--- config.mk ---
export PLATFORM = sky130hd
export DESIGN_NAME = advection_stencil_step
export DESIGN_NICKNAME = d
export VERILOG_FILES = /design/src/hw/rtl/advs_pkg.sv /design/src/hw/rtl/advection_stencil_step.sv
export SDC_FILE = /design/constraint.sdc
export NUM_CORES = 2
export LEC_CHECK = 0
export BUFFER_PORTS_ARGS = -buffer_cell sky130_fd_sc_hd__buf_2
export CORE_MARGIN = 5
export CORE_UTILIZATION = 60
export CTS_CLUSTER_SIZE = 12
export DETAILED_ROUTE_END_ITERATION = 8
export PLACE_DENSITY = 0.8
export SLEW_MARGIN = 15
export SYNTH_ARGS = -nofsm -noshare
export SYNTH_HDL_FRONTEND = slang
export SYNTH_SLANG_ARGS = --single-unit
--- constraint.sdc ---
create_clock -name clk -period 10.34 [get_ports clk]
set_input_delay 1.551 -clock clk [delete_from_list [all_inputs] [get_ports clk]]
set_output_delay 1.551 -clock clk [all_outputs]
set_load 0.05 [all_outputs]
--- src/hw/rtl/advs_pkg.sv ---
// ----------------------------------------------------------------------------
// advs_pkg: shared types and constants for the advection stencil step
// Method codes, register indexes, datapath widths and the sequencer states.
// ----------------------------------------------------------------------------
package advs_pkg;

	// grid value width (signed Q16.16)
	localparam int DATA_W = 32;
	// courant register width (unsigned Q1.16)
	localparam int COUR_W = 17;
	// datapath width holding every intermediate exactly
	localparam int ACC_W  = 38;
	// product width: datapath times zero-extended courant
	localparam int PROD_W = ACC_W + COUR_W + 1;

	// configuration register indexes
	localparam logic REG_METHOD  = 1'b0;
	localparam logic REG_COURANT = 1'b1;

	// reset value of the courant register (0.5)
	localparam logic [COUR_W-1:0] COURANT_RESET = 17'd32768;

	// update methods
	typedef enum logic [1:0] {
		METH_UPWIND = 2'd0,
		METH_LAXF   = 2'd1,
		METH_LAXW   = 2'd2,
		METH_NONE   = 2'd3
	} method_t;

	// sequencer states
	typedef enum logic [5:0] {
		ST_IDLE = 6'b000001,
		ST_MUL1 = 6'b000010,
		ST_MUL2 = 6'b000100,
		ST_DIFF = 6'b001000,
		ST_MUL3 = 6'b010000,
		ST_FIN  = 6'b100000
	} state_t;

endpackage

--- src/hw/rtl/advection_stencil_step.sv ---
// ----------------------------------------------------------------------------
// advection_stencil_step: one time step of 1-D periodic linear advection
// Streams grid cells in, releases upwind, Lax-Friedrichs or Lax-Wendroff
// updates (zeros for method 3) through one shared multiplier under a small sequencer.
// ----------------------------------------------------------------------------
// Cells arrive as signed Q16.16 words on the s_ side, s_tlast closing the
// frame; each word from the third on releases the update of the cell before
// it, and the last word also releases the final cell and cell 0. All products
// go through one registered multiplier (datapath times the 17-bit courant
// number), so each update runs the method's multiply chain: an input word
// is taken in the idle state, then upwind and Lax-Friedrichs run one
// multiply and one finish step, Lax-Wendroff three multiplies, one
// difference and one finish step, and method 3 the finish step alone. The
// last word adds two more updates; cells 0 and 1 only fill the history. A
// frame of fewer than three cells gives one error word. The result sits in
// an output register; the sequencer waits at its finish step only while
// that register is still full. Configuration writes are always taken
// (cfg_ready high).
module advection_stencil_step
	import advs_pkg::*;
#(
	parameter int MAX_CELLS  = 1024,
	parameter int VALUE_BITS = 32
) (
	input  logic                  clk,
	input  logic                  arst_n,
	// configuration write channel
	input  logic                  cfg_valid,
	output logic                  cfg_ready,
	input  logic                  cfg_index,
	input  logic [COUR_W-1:0]     cfg_data,
	// input cells
	input  logic                  s_tvalid,
	output logic                  s_tready,
	input  logic [DATA_W-1:0]     s_tdata,   // [31:0] cell_value
	input  logic                  s_tlast,   // last_cell
	// results
	output logic                  m_tvalid,
	input  logic                  m_tready,
	// [31:0] new_value, then cell_index, then zero padding
	output logic [((DATA_W+$clog2(MAX_CELLS)+7)/8)*8-1:0] m_tdata,
	output logic                  m_tlast,   // last_result
	output logic                  m_tuser    // [0] frame_error
);

	localparam int IDX_W   = $clog2(MAX_CELLS);
	localparam int TDATA_W = ((DATA_W + IDX_W + 7) / 8) * 8;
	localparam int PAD_W   = TDATA_W - DATA_W - IDX_W;
	localparam int SAT_BITS = (VALUE_BITS > 32) ? 32 : VALUE_BITS;
	localparam logic signed [ACC_W-1:0] SAT_HI =
		ACC_W'((64'sd1 <<< (SAT_BITS - 1)) - 64'sd1);
	localparam logic signed [ACC_W-1:0] SAT_LO = -SAT_HI - 1;
	localparam logic [IDX_W:0]   POS_LIMIT = (IDX_W+1)'(MAX_CELLS);
	localparam logic [IDX_W-1:0] POS_MAX   = IDX_W'(MAX_CELLS - 1);

	// configuration registers
	method_t             method_q;
	logic [COUR_W-1:0]   courant_q;

	// stencil history
	logic [DATA_W-1:0]   first_q, second_q, older_q, newer_q;
	logic [IDX_W-1:0]    position_q;

	// sequencer
	state_t              state_q;
	logic [1:0]          job_q;
	logic [1:0]          job_last_q;
	logic                err_q;
	logic [IDX_W-1:0]    pos_q;

	// operands of the current update and intermediates
	logic [DATA_W-1:0]   l_q, u_q, r_q;
	logic signed [PROD_W-1:0] prod_q;
	logic signed [ACC_W-1:0]  hr_q, hd_q;

	// output register
	logic                out_valid_q;
	logic [DATA_W-1:0]   out_value_q;
	logic [IDX_W-1:0]    out_index_q;
	logic                out_last_q;
	logic                out_err_q;

	logic                in_fire, cfg_fire, out_free;

	logic signed [ACC_W-1:0] l_x, u_x, r_x;
	logic signed [ACC_W-1:0] sum_ur, sum_ul, sum_lr;
	logic signed [ACC_W-1:0] half_ur, half_ul, half_lr;
	logic signed [ACC_W-1:0] p16, p17, hl;
	logic signed [ACC_W-1:0] mul_a;
	logic signed [PROD_W-1:0] mul_p;
	logic signed [ACC_W-1:0] v_raw, v_sat;
	state_t                  start_st;
	logic [IDX_W:0]          pos_inc;

	assign cfg_ready = 1'b1;
	assign cfg_fire  = cfg_valid;
	assign s_tready  = (state_q == ST_IDLE);
	assign in_fire   = s_tvalid && s_tready;
	assign out_free  = !out_valid_q || m_tready;

	assign m_tvalid = out_valid_q;
	assign m_tdata  = {{PAD_W{1'b0}}, out_index_q, out_value_q};
	assign m_tlast  = out_last_q;
	assign m_tuser  = out_err_q;

	// operand extension and half sums (floor halving)
	assign l_x = {{(ACC_W-DATA_W){l_q[DATA_W-1]}}, l_q};
	assign u_x = {{(ACC_W-DATA_W){u_q[DATA_W-1]}}, u_q};
	assign r_x = {{(ACC_W-DATA_W){r_q[DATA_W-1]}}, r_q};
	assign sum_ur  = u_x + r_x;
	assign sum_ul  = u_x + l_x;
	assign sum_lr  = l_x + r_x;
	assign half_ur = {sum_ur[ACC_W-1], sum_ur[ACC_W-1:1]};
	assign half_ul = {sum_ul[ACC_W-1], sum_ul[ACC_W-1:1]};
	assign half_lr = {sum_lr[ACC_W-1], sum_lr[ACC_W-1:1]};

	// product scaled down by 2^16 and 2^17, flooring
	assign p16 = prod_q[16 +: ACC_W];
	assign p17 = prod_q[17 +: ACC_W];
	assign hl  = half_ul - p17;

	// shared multiplier operand select
	always_comb begin
		mul_a = hd_q;
		case (state_q)
			ST_MUL1: begin
				case (method_q)
					METH_LAXF: mul_a = l_x - r_x;
					METH_LAXW: mul_a = r_x - u_x;
					default:   mul_a = l_x - u_x;
				endcase
			end
			ST_MUL2: mul_a = u_x - l_x;
			default: mul_a = hd_q;
		endcase
	end

	assign mul_p = mul_a * $signed({1'b0, courant_q});

	// final combine and saturation
	always_comb begin
		case (method_q)
			METH_UPWIND: v_raw = u_x + p16;
			METH_LAXF:   v_raw = half_lr + p17;
			METH_LAXW:   v_raw = u_x + p16;
			default:     v_raw = '0;
		endcase
		if (v_raw > SAT_HI) begin
			v_sat = SAT_HI;
		end else if (v_raw < SAT_LO) begin
			v_sat = SAT_LO;
		end else begin
			v_sat = v_raw;
		end
	end

	assign start_st = (method_q == METH_NONE) ? ST_FIN : ST_MUL1;
	assign pos_inc  = {1'b0, position_q} + 1'b1;

	// configuration registers
	always_ff @(posedge clk or negedge arst_n) begin
		if (!arst_n) begin
			method_q  <= METH_UPWIND;
			courant_q <= COURANT_RESET;
		end else if (cfg_fire) begin
			case (cfg_index)
				REG_METHOD:  method_q  <= method_t'(cfg_data[1:0]);
				REG_COURANT: courant_q <= cfg_data;
				default: ;
			endcase
		end
	end

	// sequencer and stencil history
	always_ff @(posedge clk or negedge arst_n) begin
		if (!arst_n) begin
			state_q    <= ST_IDLE;
			position_q <= '0;
			first_q    <= '0;
			second_q   <= '0;
			older_q    <= '0;
			newer_q    <= '0;
			job_q      <= '0;
			job_last_q <= '0;
			err_q      <= 1'b0;
		end else begin
			case (state_q)
				ST_IDLE: begin
					if (in_fire) begin
						job_q <= '0;
						pos_q <= position_q;
						if (position_q < IDX_W'(2)) begin
							if (s_tlast) begin
								// short frame: one error word, restart
								err_q      <= 1'b1;
								job_last_q <= '0;
								position_q <= '0;
								state_q    <= ST_FIN;
							end else begin
								if (position_q == '0) begin
									first_q <= s_tdata;
								end else begin
									second_q <= s_tdata;
								end
								older_q    <= newer_q;
								newer_q    <= s_tdata;
								position_q <= pos_inc[IDX_W-1:0];
							end
						end else begin
							// update of the previous cell
							err_q      <= 1'b0;
							l_q        <= older_q;
							u_q        <= newer_q;
							r_q        <= s_tdata;
							older_q    <= newer_q;
							newer_q    <= s_tdata;
							job_last_q <= s_tlast ? 2'd2 : 2'd0;
							if (s_tlast) begin
								position_q <= '0;
							end else if (pos_inc >= POS_LIMIT) begin
								position_q <= POS_MAX;
							end else begin
								position_q <= pos_inc[IDX_W-1:0];
							end
							state_q <= start_st;
						end
					end
				end
				ST_MUL1: begin
					prod_q  <= mul_p;
					state_q <= (method_q == METH_LAXW) ? ST_MUL2 : ST_FIN;
				end
				ST_MUL2: begin
					hr_q    <= half_ur - p17;
					prod_q  <= mul_p;
					state_q <= ST_DIFF;
				end
				ST_DIFF: begin
					hd_q    <= hl - hr_q;
					state_q <= ST_MUL3;
				end
				ST_MUL3: begin
					prod_q  <= mul_p;
					state_q <= ST_FIN;
				end
				ST_FIN: begin
					if (out_free) begin
						if (job_q != job_last_q) begin
							// wrap-around updates of the closing cells
							job_q <= job_q + 2'd1;
							if (job_q == 2'd0) begin
								l_q <= older_q;
								u_q <= newer_q;
								r_q <= first_q;
							end else begin
								l_q <= newer_q;
								u_q <= first_q;
								r_q <= second_q;
							end
							state_q <= start_st;
						end else begin
							state_q <= ST_IDLE;
						end
					end
				end
				default: state_q <= ST_IDLE;
			endcase
		end
	end

	// output word register
	always_ff @(posedge clk or negedge arst_n) begin
		if (!arst_n) begin
			out_valid_q <= 1'b0;
		end else begin
			if (m_tready) begin
				out_valid_q <= 1'b0;
			end
			if ((state_q == ST_FIN) && out_free) begin
				out_valid_q <= 1'b1;
			end
		end
	end

	// output word payload
	always_ff @(posedge clk) begin
		if ((state_q == ST_FIN) && out_free) begin
			out_err_q <= err_q;
			if (err_q) begin
				out_value_q <= '0;
				out_index_q <= '0;
				out_last_q  <= 1'b1;
			end else begin
				out_value_q <= v_sat[DATA_W-1:0];
				case (job_q)
					2'd0:    out_index_q <= pos_q - 1'b1;
					2'd1:    out_index_q <= pos_q;
					default: out_index_q <= '0;
				endcase
				out_last_q <= (job_q == 2'd2);
			end
		end
	end

endmodule
## Word level (Yosys, flattened, before mapping)

Cells that the tools add are included.

| word-level totals | value |
|---|---|
| bits in registers | 450 |
| bits in latches | 0 |
| memory bits (writable) | 0 |
| bits in read-only memories | 0 |
| output and inout bits | 53 |
| word-level logic and storage cells | 143 |
| memories kept | 0 |

| operators by class | value |
|---|---|
| add/sub/neg operators | 15 |
| multiply operators | 1 |
| div/mod/pow operators | 0 |
| $lt $le $gt $ge | 4 |
| eq/ne operators | 19 |
| shifts and indexed selects | 0 |
| muxes and demuxes | 51 |
| bitwise gates (word level) | 3 |
| reductions and logical operators | 26 |

Operator list:

| kind | count |
|---|---|
| $mux 32 | 20 |
| $pmux 38 s2 | 3 |
| $pmux 32 s2 | 3 |
| $sub 32x32->33 | 4 |
| $add 32x32->33 | 3 |
| $add 32x38->38 | 2 |
| $sub 32x38->38 | 2 |
| $mul 38x18->55 | 1 |
| $mux 6 | 7 |
| $mux 10 | 4 |
| $gt 38x32->1 const B | 1 |
| $lt 38x32->1 const B | 1 |
| $sub 38x38->38 | 1 |
| $pmux 6 s6 | 1 |
| $mux 31 | 1 |
| $pmux 10 s2 | 1 |
| $mux 2 | 6 |
| $reduce_and 2->1 | 6 |
| $reduce_and 3->1 | 4 |
| $add 10x1->11 const B | 1 |
| $ge 11x11->1 const B | 1 |
| $logic_not 10->1 | 1 |
| $lt 10x2->1 const B | 1 |
| $ne 2x2->1 const B | 5 |
| other kinds (26) | 39 |

## Longest topological paths before layout

| logic depth | value |
|---|---|
| depth in word-level cells | 6 |
| depth in mapped cells | 44 |
| depth with buffers taken out | 41 |

## Worst setup path before layout

Ideal clock, no wire load.

| timing path | value |
|---|---|
| path kind | reg-to-reg |
| start point | register method_q[0] |
| end point | register prod_q[48], data pin |
| library setup time | 0.266 ns |
| arrival | 9.799 ns |
| data required time | 10.074 ns |
| slack | 0.275 ns |
| cell stages (with the launch flop) | 43 |
| cells stage by stage | dfrtp_1 clkinv_1 nand2_1 clkbuf_1 mux2i_1 ha_1 inv_1 fa_1 a21o_1 a21oi_1 o21ai_0 a22oi_1 a21o_1 o221ai_1 a31oi_1 o21ai_0 xor2_1 a22oi_1 [... 7 more ...] fa_1 fa_1 inv_1 fa_1 inv_1 ha_1 a21o_1 a21o_1 a211o_1 a21oi_1 o21ai_0 a221oi_1 a31oi_1 a21oi_1 o21bai_2 a2111oi_0 nor3_1 xor2_1 |

| on the way | value |
|---|---|
| word-level cells in the longest chain between the ends | 4 |

RTL lines:

| element | line | text |
|---|---|---|
| from (decl) | advection_stencil_step.sv:57 | `method_t method_q;` |
| from (signal assigned) | advection_stencil_step.sv:167 | `REG_METHOD: method_q <= method_t'(cfg_data[1:0]);` |
| $eq 2x2->1 or $eq 2x1->1 (tied branches) | advection_stencil_step.sv:127 | `case (method_q)` |
| $pmux 38 s2 (*) | advection_stencil_step.sv:127 |  |
| $pmux 38 s2 (*) | advection_stencil_step.sv:125 | `case (state_q)` |
| $mul 38x18->55 (*) | advection_stencil_step.sv:138 | `assign mul_p = mul_a * $signed({1'b0, courant_q});` |
| named net mul_p[48] | advection_stencil_step.sv:90 | `logic signed [PROD_W-1:0] mul_p;` |
| to (signal assigned) | advection_stencil_step.sv:230 | `prod_q <= mul_p;` |
| to (signal assigned) | advection_stencil_step.sv:235 | `prod_q <= mul_p;` |
| to (signal assigned) | advection_stencil_step.sv:243 | `prod_q <= mul_p;` |
| to (decl) | advection_stencil_step.sv:73 | `logic signed [PROD_W-1:0] prod_q;` |

Mark *: on every way through the listed nets, which the timed path passes. The rest lies on a longest branch.
A chain may end at the register's enable or synchronous reset.

## Final worst setup path

| timing path | value |
|---|---|
| start point | register u_q[4] |
| end point | register prod_q[54], data pin |

| on the way | value |
|---|---|
| word-level cells in the longest chain between the ends | 4 |

RTL lines:

| element | line | text |
|---|---|---|
| from (decl) | advection_stencil_step.sv:72 | `logic [DATA_W-1:0] l_q, u_q, r_q;` |
| from (signal assigned) | advection_stencil_step.sv:213 | `u_q <= newer_q;` |
| from (signal assigned) | advection_stencil_step.sv:253 | `u_q <= newer_q;` |
| from (signal assigned) | advection_stencil_step.sv:257 | `u_q <= first_q;` |
| $sub 32x32->33, on equally long branches | advection_stencil_step.sv:130, advection_stencil_step.sv:129 |  |
| $pmux 38 s2 | advection_stencil_step.sv:127 |  |
| $pmux 38 s2 (*) | advection_stencil_step.sv:125 |  |
| $mul 38x18->55 (*) | advection_stencil_step.sv:138 |  |
| named net mul_p[54] | advection_stencil_step.sv:90 |  |

Marked as above.

==> impl_metrics.py <==
metrics = {
    "layout": {
        "layout.nets": 7517,
        "post-route-util_pct": 65.4,
        "final_cell_mix": "inv_1 (1021), fa_1 (649), nand2_1 (598)",
        "final_area_um2": 62000,
        "diodes": 0,
        "drive_gt1_share_pct": 11.2,
        "regArea_um2": 12200,
        "final_common_cell": "inv_1",
        "fill_cells": 7705,
        "fin_cells": 7651,
        "synthToLayoutAreaGrowth_pct": 8.43,
        "multi_input_area_um2": 40400,
    },
    "cts": {
        "clock_latency_ns": 0.67,
        "cts_hold_buf": 0,
        "cts_tree": "yes",
        "cts.sinks": 433,
        "clk_pin_slew_ns": 0.06,
        "cts-htree-levels": 2,
        "max-clock-path-buffers": 3,
        "clock_tree.root_cell": "clkbuf_16",
        "cts_made_buffers": 52,
    },
    "logic_synthesis": {
        "synthArstFlopShare_pct": 38.8,
        "synthDistinctLibCells": 102,
        "ys_seq_area_share_pct": 21.3,
        "synth_area_um2": 57200,
        "yosysWarnings": 0,
        "synth.avg_cell_area_um2": 9.21,
        "ys_seq_elements": 433,
        "synth_enable_flop_cells": 265,
        "syn_inst": 6214,
        "ys.flop_type": "edfxtp_1",
    },
    "status": {
        "outcome": "finished, final reports clean",
    },
    "global_route": {
        "grt_antenna_before_repair": 0,
        "grt_pass1_wl_um": 252000,
        "grt_max_degree": 88,
        "overflow": 0,
        "grt_use_total_pct": 31.2,
        "grt_pass1_vias": 46677,
    },
    "critical_path": {
        "r2r-start": "u_q[4]$_DFFE_PP_",
        "cp_slowest_stage_delay_ns": 0.53,
        "cp-start-kind": "register",
        "crit_start": "u_q[4]$_DFFE_PP_",
        "path_max_fanout": 11,
        "end_kind": "register",
        "critPathSlowestCell": "fa_1",
        "worstPathArrival_ns": 10.28,
        "worst_ep_required_time_ns": 10.74,
        "path_class": "reg -> reg",
    },
    "timing": {
        "slew_headroom_pct": 22.6,
        "period_needed_ns": 9.88,
        "hold_viol": 0,
        "drv_slew": 0,
        "tightestPinTransition_ns": 1.16,
        "rsz0062_at_grt": "yes",
        "finClkSkew_ns": 0.0455,
        "fin_crit_sh_pct": 95.6,
        "setup-violations-final": 0,
        "fmax_mhz": 101,
    },
    "routing": {
        "vias_per_cell": 5.91,
        "dr.pass1.iters": 8,
        "drt_iter0_drc": 3677,
        "drtAntennaViolNets": 0,
        "wl_per_cell_um": 20.9,
        "num_vias": 45217,
        "routed_wl_um": 160000,
        "drc": 0,
    },
    "die": {
        "ioPinCount": 109,
        "initial_core_util_pct": 60.3,
        "die_area_um2": 102000,
        "num_rows": 113,
        "die_w_um": 319,
        "core_area_um2": 94900,
        "die_y_um": 319,
    },
    "hold_path": {
        "hold_path.class": "reg -> reg",
        "min_from": "courant_q[1]$_DFFE_PN0P_",
    },
    "placed_design": {
        "place.port_buffers": 101,
        "gp_congestion": 0.990,
        "post_dp_cell_area_um2": 60000,
        "place_inst": 7546,
        "hpwl_um": 128000,
    },
    "job": {
        "drv_cap": 0,
    },
}
state kept, by name (all words and copies together), names as in the netlist, 2 cells and up:
signal / flops
pos_q: 10
position_q: 10
r_q: 32
l_q: 32
second_q: 32
newer_q: 32
courant_q: 17
out_value_q: 32
u_q: 32
prod_q: 39
first_q: 32
state_q: 6
older_q: 32
hd_q: 38
hr_q: 38
job_q: 2
method_q: 2
out_index_q: 10
final cells by class:
class	count	area share, %
inverters	1025	6.20
clock buffers	78	2.49
well taps	1265	2.55
clock inverters	20	0.371
repair buffers	320	3.65
flip-flops and latches	433	19.6
multi-input cells	4510	65.1
path summary, 6_finish.rpt:
path                                              to  slack [ns]  cells past startpoint
max                             prod_q[54]$_DFFE_PP_        0.46                     39
min                         courant_q[1]$_DFFE_PN0P_        0.50                      1
max reg2reg                     prod_q[54]$_DFFE_PP_        0.46                     39
min reg2reg                 courant_q[1]$_DFFE_PN0P_        0.50                      1
max in group asynchronous   courant_q[4]$_DFFE_PN0P_        7.99                      2
min in group asynchronous  position_q[6]$_DFFE_PN0P_        0.98                      1
Yosys cell counts (9+ instances only):
library cell  count  area share [%]
inv_1          1021             6.7
fa_1            650              23
nand2_1         599             3.9
ha_1            469              10
a21oi_1         350             3.1
and2_1          295             3.2
nor2_1          269             1.8
edfxtp_1        265              14
o21ai_0         253             2.2
xnor2_1         246             3.8
mux2_2          210             4.1
clkbuf_1        197             1.3
dfrtp_1         166             7.3
a21o_1          138             1.8
xor2_1          101             1.5
nand3_1          79            0.69
nor3_1           73            0.64
o21bai_1         64            0.84
a22oi_1          56            0.73
nor2b_1          52            0.57
o21a_1           52            0.68
nand2b_1         48            0.52
mux2i_1          37            0.65
a31oi_1          34            0.37
and3_1           34            0.37
or3_1            34            0.37
nand4_1          32            0.35
o21ai_1          28            0.24
a211oi_1         25            0.33
buf_2            23            0.20
o31ai_1          19            0.25
o211ai_1         17            0.22
o22ai_1          14            0.15
a211o_1          13            0.20
buf_4            13            0.17
a221o_1          12            0.21
nor4_1           12            0.13
a41oi_1          10            0.15
and4_1           10            0.15
o21ai_2          10            0.15
buf_6             9            0.18
o221ai_1          9            0.14
per-stage QoR:
step	hold WS, ns	setup WS, ns	setup TNS, ns
final	0.504	0.460	0
after CTS	0.503	0.00878	0
after global routing	0.514	-0.0125	-0.0144
after global placement	0.484	0.0417	0
after detailed placement	0.490	-0.153	-0.155
after floorplan	0.463	0.275	0
worst max-delay path, delay by kind of cell (launching register included):
kind	cells	cell delay (ns)
buffers and inverters	10	1.21
adders and majority gates	8	3.70
and+or+nand+nor	4	0.71
xor gates and xnor gates	1	0.07
DFF	1	0.46
AOI/OAI and AO/OA	16	3.43
cells by family (layout without fill, tap and decap cells):
| family | Yosys count | in the layout | synth area share, % |
|---|---|---|---|
| DFF | 433 | 433 | 21.3 |
| adders and majority gates | 1119 | 1119 | 33.0 |
| buffers and inverters | 1276 | 1443 | 8.64 |
| muxes | 247 | 247 | 4.78 |
| xor gates and xnor gates | 348 | 348 | 5.34 |
| AOI/OAI and AO/OA | 1220 | 1220 | 13.8 |
| and+or+nand+nor | 1569 | 1569 | 13.1 |
| other | 2 | 7 | 0.0131 |
repair_timing:
item / CTS / global route
setup endpoints to repair: 2 / 17
gates resized for setup: 3 / 47
setup buffers: 1 / 6
pin swaps: 0 / 15
cloned: 0 / 0
layer usage:
layer  part of all wire (%)  vias to the layer above  wire [um]  global-route usage, %
li1                       -                    20764          -                      -
met1                     39                    22352      61800                   38.9
met2                     48                     1664      77400                   53.3
met3                    5.9                      437       9500                   3.43
met4                    6.9                        0      11000                   17.9
met5                      0                        -          0                      0
Power is left out: the tool's default activity adds up to more than one toggle a clock period on the data nets, which glitch-free logic cannot reach.
